## config.mk

```make
export PLATFORM = sky130hd
export DESIGN_NAME = ascii_stl_record_scanner
export DESIGN_NICKNAME = d
export VERILOG_FILES = /design/src/hw/rtl/asr_pkg.sv /design/src/hw/rtl/asr_line_scan.sv /design/src/hw/rtl/asr_record_count.sv /design/src/hw/rtl/ascii_stl_record_scanner.sv
export VERILOG_INCLUDE_DIRS = /design/src /design/src/hw/rtl
export SDC_FILE = /design/constraint.sdc
export NUM_CORES = 1
export LEC_CHECK = 0
export BUFFER_PORTS_ARGS = -buffer_cell sky130_fd_sc_hd__buf_2
export CAP_MARGIN = 20
export CORE_ASPECT_RATIO = 0.7
export CORE_MARGIN = 10
export CORE_UTILIZATION = 45
export CTS_CLUSTER_DIAMETER = 200
export DETAILED_ROUTE_END_ITERATION = 10
export HOLD_SLACK_MARGIN = 0.15
export SYNTH_ARGS = -nofsm -noshare
export SYNTH_HDL_FRONTEND = slang
export SYNTH_SLANG_ARGS = --single-unit
```

## constraint.sdc

```tcl
create_clock -name clk -period 7.3 [get_ports clk]
set_input_delay 2.19 -clock clk [delete_from_list [all_inputs] [get_ports clk]]
set_output_delay 2.19 -clock clk [all_outputs]
set_load 0.1 [all_outputs]
```

## src/hw/rtl/ascii_stl_record_scanner_macros.svh

```systemverilog
// assertion helpers for the record scanner
`ifndef ASCII_STL_RECORD_SCANNER_MACROS_SVH
`define ASCII_STL_RECORD_SCANNER_MACROS_SVH

// condition in the same cycle
`define ASR_ASSERT_IMPLY(label, cond, expr, msg) \
	label: assert property (@(posedge clk) disable iff (!arst_n) (cond) |-> (expr)) \
		else $error(msg);

// condition in the following cycle
`define ASR_ASSERT_NEXT(label, cond, expr, msg) \
	label: assert property (@(posedge clk) disable iff (!arst_n) (cond) |=> (expr)) \
		else $error(msg);

`endif

```

## src/hw/rtl/asr_pkg.sv

```systemverilog
package asr_pkg;

	// longest line accepted before the overlong error
	localparam int MAX_LINE_BYTES = 16384;
	localparam int LEN_W = $clog2(MAX_LINE_BYTES + 1);

	// counter widths
	localparam int FCNT_W = 33;
	localparam int VCNT_W = 34;
	localparam int LIM_W = 34;
	localparam int DIFF_W = 36;
	localparam int KW_W = 3;

	localparam logic [31:0] MAX_TRI_RESET = 32'd1048576;
	localparam logic [LIM_W-1:0] LIM3_RESET = 34'd3145728;

	localparam logic [7:0] ASCII_LF = 8'h0A;

	// keyword lengths and the position where the match window closes
	localparam logic [KW_W-1:0] FACET_LEN = 3'd5;
	localparam logic [KW_W-1:0] VERTEX_LEN = 3'd6;
	localparam logic [KW_W-1:0] KW_END = 3'd7;

	// status codes
	localparam logic [2:0] ST_SCAN = 3'd0;
	localparam logic [2:0] ST_OK = 3'd1;
	localparam logic [2:0] ST_LONG = 3'd2;
	localparam logic [2:0] ST_FACET = 3'd3;
	localparam logic [2:0] ST_VERTEX = 3'd4;
	localparam logic [2:0] ST_NONE = 3'd5;
	localparam logic [2:0] ST_MISMATCH = 3'd6;

	// prefix phase of the current line
	typedef enum logic [2:0] {
		PH_LEAD = 3'b001,
		PH_WORD = 3'b010,
		PH_REST = 3'b100
	} phase_t;

	// what one transaction did to the line
	typedef struct packed {
		logic facet;
		logic vertex;
		logic overlong;
	} scan_rec_t;

	function automatic logic is_ws(input logic [7:0] c);
		return (c == 8'h20) || (c >= 8'h09 && c <= 8'h0D);
	endfunction

	function automatic logic [7:0] to_lower(input logic [7:0] c);
		return (c >= 8'h41 && c <= 8'h5A) ? c + 8'd32 : c;
	endfunction

	function automatic logic [7:0] facet_char(input logic [KW_W-1:0] p);
		logic [7:0] c;
		case (p)
			3'd0: c = 8'h66;
			3'd1: c = 8'h61;
			3'd2: c = 8'h63;
			3'd3: c = 8'h65;
			3'd4: c = 8'h74;
			default: c = 8'h00;
		endcase
		return c;
	endfunction

	function automatic logic [7:0] vertex_char(input logic [KW_W-1:0] p);
		logic [7:0] c;
		case (p)
			3'd0: c = 8'h76;
			3'd1: c = 8'h65;
			3'd2: c = 8'h72;
			3'd3: c = 8'h74;
			3'd4: c = 8'h65;
			3'd5: c = 8'h78;
			default: c = 8'h00;
		endcase
		return c;
	endfunction

endpackage

```

## src/hw/rtl/asr_line_scan.sv

```systemverilog
module asr_line_scan
	import asr_pkg::*;
(
	input  logic       clk,
	input  logic       arst_n,
	input  logic       fire,
	input  logic       last,
	input  logic       busy,
	input  logic [7:0] data,
	output scan_rec_t  rec
);

	logic [LEN_W-1:0] len_q;
	phase_t           phase_q;
	logic [KW_W-1:0]  kpos_q;
	logic             fposs_q;
	logic             vposs_q;

	phase_t           phase_f;
	logic [KW_W-1:0]  kpos_f;
	logic             fposs_f;
	logic             vposs_f;

	phase_t           ev_phase;
	logic [KW_W-1:0]  ev_kpos;
	logic             ev_f;
	logic             ev_v;

	logic             is_lf;
	logic             at_max;
	logic             ws;
	logic             in_word;
	logic [7:0]       lc;
	logic             finish;
	logic             started;
	logic             facet_hit;
	logic             vertex_hit;

	// line state after taking this byte as an ordinary character
	always_comb begin
		is_lf = data == ASCII_LF;
		at_max = len_q >= LEN_W'(MAX_LINE_BYTES);
		ws = is_ws(data);
		lc = to_lower(data);
		phase_f = phase_q;
		kpos_f = kpos_q;
		fposs_f = fposs_q;
		vposs_f = vposs_q;
		unique case (phase_q)
			PH_LEAD: in_word = !ws;
			PH_WORD: in_word = 1'b1;
			PH_REST: in_word = 1'b0;
			default: in_word = 1'b0;
		endcase
		if (in_word) begin
			if (kpos_q < FACET_LEN) begin
				fposs_f = fposs_q && (lc == facet_char(kpos_q));
			end else if (kpos_q == FACET_LEN) begin
				fposs_f = fposs_q && ws;
			end
			if (kpos_q < VERTEX_LEN) begin
				vposs_f = vposs_q && (lc == vertex_char(kpos_q));
			end else if (kpos_q == VERTEX_LEN) begin
				vposs_f = vposs_q && ws;
			end
			kpos_f = kpos_q + KW_W'(1);
			if (kpos_f == KW_END || (!fposs_f && !vposs_f)) begin
				phase_f = PH_REST;
			end else begin
				phase_f = PH_WORD;
			end
		end
	end

	// line to judge: the held one at a line feed, else the one just extended
	always_comb begin
		if (is_lf) begin
			ev_phase = phase_q;
			ev_kpos = kpos_q;
			ev_f = fposs_q;
			ev_v = vposs_q;
		end else begin
			ev_phase = phase_f;
			ev_kpos = kpos_f;
			ev_f = fposs_f;
			ev_v = vposs_f;
		end
		finish = fire && busy && (is_lf || (last && !at_max));
		started = ev_phase != PH_LEAD;
		facet_hit = started && ev_f && (ev_kpos >= FACET_LEN);
		vertex_hit = started && ev_v && (ev_kpos >= VERTEX_LEN);
		rec.facet = finish && facet_hit;
		rec.vertex = finish && !facet_hit && vertex_hit;
		rec.overlong = fire && busy && !is_lf && at_max;
	end

	// line state registers
	always_ff @(posedge clk or negedge arst_n) begin
		if (!arst_n) begin
			len_q <= '0;
			phase_q <= PH_LEAD;
			kpos_q <= '0;
			fposs_q <= 1'b1;
			vposs_q <= 1'b1;
		end else if (fire) begin
			if (last || (busy && is_lf)) begin
				len_q <= '0;
				phase_q <= PH_LEAD;
				kpos_q <= '0;
				fposs_q <= 1'b1;
				vposs_q <= 1'b1;
			end else if (busy && !at_max) begin
				len_q <= len_q + LEN_W'(1);
				phase_q <= phase_f;
				kpos_q <= kpos_f;
				fposs_q <= fposs_f;
				vposs_q <= vposs_f;
			end
		end
	end

endmodule

```

## src/hw/rtl/asr_record_count.sv

```systemverilog
module asr_record_count
	import asr_pkg::*;
(
	input  logic              clk,
	input  logic              arst_n,
	input  logic              fire,
	input  logic              last,
	input  scan_rec_t         rec,
	input  logic [31:0]       max_tri,
	input  logic [LIM_W-1:0]  lim3,
	output logic              busy,
	output logic [2:0]        status,
	output logic [31:0]       facet_total,
	output logic [VCNT_W-1:0] vertex_total
);

	logic [FCNT_W-1:0] facet_q;
	logic [FCNT_W-1:0] facet_d;
	logic [VCNT_W-1:0] vertex_q;
	logic [VCNT_W-1:0] vertex_d;
	// vertex count minus three times facet count, kept running
	logic [DIFF_W-1:0] diff_q;
	logic [DIFF_W-1:0] diff_d;
	logic [2:0]        err_q;
	logic [2:0]        err_a;
	logic [2:0]        err_fin;
	logic              no_facets;
	logic              over_lim;
	logic              mismatch;

	// counts, limit checks and end-of-file checks
	always_comb begin
		busy = err_q == ST_SCAN;
		facet_d = facet_q + FCNT_W'(rec.facet);
		vertex_d = vertex_q + VCNT_W'(rec.vertex);
		if (rec.facet) begin
			diff_d = diff_q - DIFF_W'(3);
		end else if (rec.vertex) begin
			diff_d = diff_q + DIFF_W'(1);
		end else begin
			diff_d = diff_q;
		end

		// count plus one above the limit is count at or above it
		err_a = err_q;
		if (rec.overlong) begin
			err_a = ST_LONG;
		end else if (rec.facet && facet_q >= {1'b0, max_tri}) begin
			err_a = ST_FACET;
		end else if (rec.vertex && vertex_q >= lim3) begin
			err_a = ST_VERTEX;
		end

		no_facets = (facet_q == '0) && !rec.facet;
		over_lim = !rec.facet && (facet_q > {1'b0, max_tri});
		if (rec.facet) begin
			mismatch = diff_q != DIFF_W'(3);
		end else if (rec.vertex) begin
			mismatch = diff_q != '1;
		end else begin
			mismatch = diff_q != '0;
		end

		err_fin = err_a;
		if (err_a == ST_SCAN) begin
			if (no_facets) begin
				err_fin = ST_NONE;
			end else if (over_lim) begin
				err_fin = ST_FACET;
			end else if (mismatch) begin
				err_fin = ST_MISMATCH;
			end
		end

		if (last) begin
			status = (err_fin == ST_SCAN) ? ST_OK : err_fin;
		end else begin
			status = err_a;
		end
		facet_total = facet_d[FCNT_W-1] ? '1 : facet_d[31:0];
		vertex_total = vertex_d;
	end

	// file state, cleared after the last byte
	always_ff @(posedge clk or negedge arst_n) begin
		if (!arst_n) begin
			facet_q <= '0;
			vertex_q <= '0;
			diff_q <= '0;
			err_q <= ST_SCAN;
		end else if (fire) begin
			if (last) begin
				facet_q <= '0;
				vertex_q <= '0;
				diff_q <= '0;
				err_q <= ST_SCAN;
			end else begin
				facet_q <= facet_d;
				vertex_q <= vertex_d;
				diff_q <= diff_d;
				err_q <= err_a;
			end
		end
	end

endmodule

```

## src/hw/rtl/ascii_stl_record_scanner.sv

```systemverilog
// Byte-serial scanner for text mesh files. Input channel: one file byte per
// transaction on data_byte, with last_byte set on the final byte of a file.
// Output channel: one result transaction per input byte, giving scan_status
// (0 scanning, 1 done ok, 2..6 error codes) and the facet and vertex record
// counts so far. Both channels use valid/stall; a transaction moves at a clock
// edge with valid high and stall low.
// From the input transaction to the earliest result transaction a byte passes through
// the input register and then the result register.
// Throughput is one byte per cycle while the output does not stall, set by the single
// scan stage that updates line and count state.
// An output stall holds the result register; an empty input stage still takes
// one byte, and input stall stays high while both stages are full and the
// output stalls.
// The user must write the facet limit through cfg_write/cfg_data while the block is idle;
// the block does not enforce this. The vertex limit, three times that value, is formed at the write.
// arst_n clears the line state, counts, errors and both stages, and sets the
// facet limit to 1048576. After a last byte all file state starts over.
`include "ascii_stl_record_scanner_macros.svh"

module ascii_stl_record_scanner
	import asr_pkg::*;
(
	input  logic              clk,
	input  logic              arst_n,
	input  logic              cfg_write,
	input  logic [31:0]       cfg_data,
	input  logic              in_valid,
	output logic              in_stall,
	input  logic [7:0]        data_byte,
	input  logic              last_byte,
	output logic              out_valid,
	input  logic              out_stall,
	output logic [2:0]        scan_status,
	output logic [31:0]       facet_total,
	output logic [VCNT_W-1:0] vertex_total
);

	logic [31:0]       max_q;
	logic [LIM_W-1:0]  lim3_q;

	logic              valid_s1;
	logic [7:0]        data_s1;
	logic              last_s1;

	logic              valid_s2;
	logic [2:0]        status_s2;
	logic [31:0]       facet_s2;
	logic [VCNT_W-1:0] vertex_s2;

	logic              advance;
	logic              fire;
	logic              busy;
	scan_rec_t         rec;
	logic [2:0]        status_c;
	logic [31:0]       facet_c;
	logic [VCNT_W-1:0] vertex_c;

	// limit register and its tripled copy
	always_ff @(posedge clk or negedge arst_n) begin
		if (!arst_n) begin
			max_q <= MAX_TRI_RESET;
			lim3_q <= LIM3_RESET;
		end else if (cfg_write) begin
			max_q <= cfg_data;
			lim3_q <= {2'b00, cfg_data} + {1'b0, cfg_data, 1'b0};
		end
	end

	// handshake between the stages
	assign advance = !valid_s2 || !out_stall;
	assign fire = valid_s1 && advance;
	assign in_stall = valid_s1 && !advance;

	// input stage
	always_ff @(posedge clk or negedge arst_n) begin
		if (!arst_n) begin
			valid_s1 <= 1'b0;
		end else if (in_valid && !in_stall) begin
			valid_s1 <= 1'b1;
		end else if (fire) begin
			valid_s1 <= 1'b0;
		end
	end

	always_ff @(posedge clk) begin
		if (in_valid && !in_stall) begin
			data_s1 <= data_byte;
			last_s1 <= last_byte;
		end
	end

	asr_line_scan u_line (
		.clk    (clk),
		.arst_n (arst_n),
		.fire   (fire),
		.last   (last_s1),
		.busy   (busy),
		.data   (data_s1),
		.rec    (rec)
	);

	asr_record_count u_count (
		.clk          (clk),
		.arst_n       (arst_n),
		.fire         (fire),
		.last         (last_s1),
		.rec          (rec),
		.max_tri      (max_q),
		.lim3         (lim3_q),
		.busy         (busy),
		.status       (status_c),
		.facet_total  (facet_c),
		.vertex_total (vertex_c)
	);

	// result stage
	always_ff @(posedge clk or negedge arst_n) begin
		if (!arst_n) begin
			valid_s2 <= 1'b0;
		end else if (advance) begin
			valid_s2 <= fire;
		end
	end

	always_ff @(posedge clk) begin
		if (fire) begin
			status_s2 <= status_c;
			facet_s2 <= facet_c;
			vertex_s2 <= vertex_c;
		end
	end

	assign out_valid = valid_s2;
	assign scan_status = status_s2;
	assign facet_total = facet_s2;
	assign vertex_total = vertex_s2;

	// checks
	`ASR_ASSERT_IMPLY(a_stall_only_full, in_stall, valid_s1,
		"input stall raised with an empty input stage")
	`ASR_ASSERT_NEXT(a_last_has_verdict, fire && last_s1, status_s2 != ST_SCAN,
		"last byte produced a scanning status")
	`ASR_ASSERT_IMPLY(a_facet_err_count, valid_s2 && status_s2 == ST_FACET, facet_s2 != '0,
		"facet limit reported with zero facets")

endmodule
```

==> metrics.csv <==
stage,metric,value,unit
status,status,finished clean,
clock_tree,clk sink count,274,
die,Die Wd,253,um
pwr,VDD IR-drop max,0.165,mV
final_layout,area delta synth->final,12.4,%
worst_setup_path,critical setup path kind,in -> reg,
place,PortBufs,116,
global_routing,first-pass GRT wire length,74100,um
pwr,Comb power frac,23.9,%
die,row count,59,
final_layout,"commonest non-fill, non-tap cell in the layout",nand2_1,
sta,relative slew slack,38.9,%
final_layout,ratio of cells with drive above 1 in the final layout,11.6,%
sta,Clock Skew,20.5,ps
worst_setup_path,"Arr. time, crit path",6790,ps
die,Initial Utilization,45.8,%
place,gp weighted congestion,0.872,
sta,Fin. Hold Viols,0,
worst_setup_path,CP required,7740,ps
synth,Unique masters post-synth,86,
global_routing,number of global-route vias before repair,13500,
synth,post-synthesis async set-or-reset flop share,71.5,%
final_layout,fin area,19200,sq um
synth,Syn Inst Count,1885,
sta,"Slew Viols, Final",0,
pwr,switching share of power,32.4,%
pwr,PwrDens,234,nW/um^2
synth,Netlist Area Pre-Place,17100,sq um
place,placed inst area,18200,sq um
sta,fmax,0.158,GHz
clock_tree,PostCTS Resize Cnt,0,
route,Initial DRC Count,1242,
clock_tree,CTS tree,built,
clock_tree,Root Buffer,clkbuf_16,
final_layout,fillers,3559,
worst_hold_path,hold crit path type,reg -> reg,
pwr,NetSw,1.46,mW
sta,TNS Setup,0,ps
worst_setup_path,Critical Path Source Type,primary input,
pwr,Clock power frac,36.4,%
clock_tree,CTS H-tree lvls,1,
die,die area,46400,sq um
final_layout,"commonest cells after routing, fill and taps aside","nand2_1, o21ai_0, dfrtp_1, ha_1, buf_2",
global_routing,All-Layer GR Usage,19.4,%
pwr,P_leak,8.72,nW
clock_tree,Num CTS Buffers,28,
route,DRC viols,0,
route,Post-Route WL,45400,um
global_routing,largest net degree at the start of global routing,108,
synth,Mapped Avg Cell Area,9.09,sq um
clock_tree,clock latency on the worst-skew pair,570,ps
sta,worst slew pin tran,916,ps
sta,minimum clock period after layout,6340,ps
final_layout,Final Instance Count excl. Fillers,2482,
worst_setup_path,Crit Path Max Fanout,12,
sta,RSZ-0062 raised after global routing,no,
pwr,Tot Pwr,4.49,mW
worst_setup_path,Critical Path Sink Type,flip-flop,
route,Routed wire per std cell,18.3,um
synth,"EDFF count, synth",78,
route,Vias/cell,5.74,
sta,period utilisation layout,86.9,%
pwr,Seq pwr share,39.7,%
synth,Ys Warns,0,
synth,part of the Yosys area used for sequential elements,42.4,%
synth,syn nets,2046,
die,I/O Pins,117,
flow_run,max cap viols,0,
clock_tree,Max Root-Sink Buffers,3,
die,total core area,37400,sq um
clock_tree,"Hold-fix buffers, CTS",0,
die,chip height,183,um
synth,Main synth FF type,dfrtp_1,
pwr,Pint,3.04,mW
final_layout,fin nets,2128,
global_routing,global route total overflow,0,
sta,Final setup violation count,0,
global_routing,initial antenna violation count,5,
route,Routed Antenna Nets,0,
clock_tree,clk slew on worst S/H paths,70,ps
route,drt pass-1 iters,5,
route,Vias,14200,
place,placed cells,2425,
clock_tree,Post-CTS Setup Bufs,0,
synth,post-synthesis sequential element count,274,
place,Final HPWL DP,32800,um
## metal layers
layer	global-route usage [%]	vias up	share of wire, %
li1	-	7003	-
met1	29.6	6798	51
met5	0	-	0
met3	3.62	42	6.7
met4	4.83	0	1.6
met2	27.4	396	41
## worst paths after layout
| path | startpoint | to | slack (ps) | cells past startpoint |
|---|---|---|---|---|
| worst max register to register | u_line.kpos_q[0]$_DFFE_PN0P_ | u_count.vertex_q[32]$_DFFE_PN0P_ | 1210 | 21 |
| worst max-delay path | out_stall | u_count.vertex_q[32]$_DFFE_PN0P_ | 960 | 20 |
| max in group asynchronous | arst_n | u_line.kpos_q[0]$_DFFE_PN0P_ | 4230 | 2 |
| worst min-delay path | u_line.len_q[6]$_DFFE_PN0P_ | u_line.len_q[6]$_DFFE_PN0P_ | 500 | 1 |
| min in group asynchronous | arst_n | u_count.vertex_q[13]$_DFFE_PN0P_ | 1710 | 1 |
| worst min register to register | u_line.len_q[6]$_DFFE_PN0P_ | u_line.len_q[6]$_DFFE_PN0P_ | 500 | 1 |
## area by class of cell
class	count	area (sq um)	share of cell area, %
multi-input cells	1416	9140	47.5
flip-flops and latches	274	7250	37.7
repair buffers	140	787	4.09
clock buffers	34	754	3.92
well taps	488	611	3.17
inverters	107	404	2.10
clock inverters	18	284	1.48
diodes	5	12.5	0.0650
## critical path: stages
cell	delay (ps)
buf_2	110
nand2_1	80
nand2_2	90
inv_4	60
nand2_1	50
a2111oi_0	430
a41oi_1	140
buf_4	240
nor3_1	340
ha_1	270
ha_1	200
nand3_1	170
or3_1	460
nor4_1	640
nor2b_1	500
and3_1	310
and3_1	230
o21ai_0	80
nand2_1	100
o21ai_0	90
## power groups by stage
stage / logic [mW] / clock network, mW / registers [mW]
detailed placement: 1.06 / 0 / 1.81
finish: 1.07 / 1.64 / 1.78
global route: 1.18 / 1.74 / 1.80
floorplan: 0.604 / 0 / 1.97
global placement: 1.05 / 0 / 1.81
CTS: 1.07 / 1.67 / 1.78
## state kept, by name (all words and copies together) (netlist names)
register,cells
u_count.diff_q,36
u_count.vertex_q,34
vertex_total,34
lim3_q,33
u_count.facet_q,33
facet_total,32
max_q,32
u_line.len_q,15
data_s1,8
scan_status,3
u_count.err_q,3
u_line.kpos_q,3
u_line.phase_q,3
last_s1,1
out_valid,1
u_line.fposs_q,1
u_line.vposs_q,1
valid_s1,1
## kinds of logic after synthesis
family,after synthesis,synth area share [%]
flops,274,42.4
buf+inv,195,4.38
xor+xnor,92,4.70
simple gates,673,19.6
mux,45,2.67
compound gates,491,17.8
fa+ha+maj,115,8.45
## metrics by stage
step | setup WS (ps) | hold slack [ps] | util, %
5_1_grt | 438 | 521 | 51.5
4_1_cts | 989 | 499 | 51.5
2_1_floorplan | 203 | 450 | -
3_5_place_dp | 397 | 490 | 48.7
6_report | 956 | 498 | 51.5
3_3_place_gp | 435 | 482 | 48.6
## cells in the mapped netlist, types with 5 or more instances
master,count,area (sq um)
xnor2_1,49,429
buf_2,7,35.0
and2_1,11,68.8
xor2_1,43,377
o22ai_1,8,50.1
o2111ai_1,9,78.8
a31oi_1,14,87.6
nand3b_1,13,97.6
nor4_1,22,138
o21a_1,7,52.6
a22o_1,10,87.6
and4_1,15,131
nor3_1,47,235
a31o_2,5,43.8
and3_1,30,188
a221oi_1,5,43.8
a211oi_1,9,67.6
a211o_1,5,43.8
a2111oi_0,6,52.6
nand3_1,46,230
nor2_1,108,405
o211ai_1,13,97.6
o31ai_1,17,128
nand2_1,244,916
nand4_1,37,231
or3_1,25,156
inv_1,106,398
nor2b_1,11,68.8
a21oi_1,90,450
a21o_1,33,248
clkbuf_1,75,282
mux2_2,5,56.3
o21bai_1,9,67.6
nand2b_1,21,131
or2_2,8,50.1
edfxtp_1,78,2340
or4_1,10,75.1
dfrtp_1,190,4750
dfstp_2,6,158
o21ai_0,205,1030
mux2i_1,40,400
ha_1,114,1430
(Power assumes the default switching activity.)
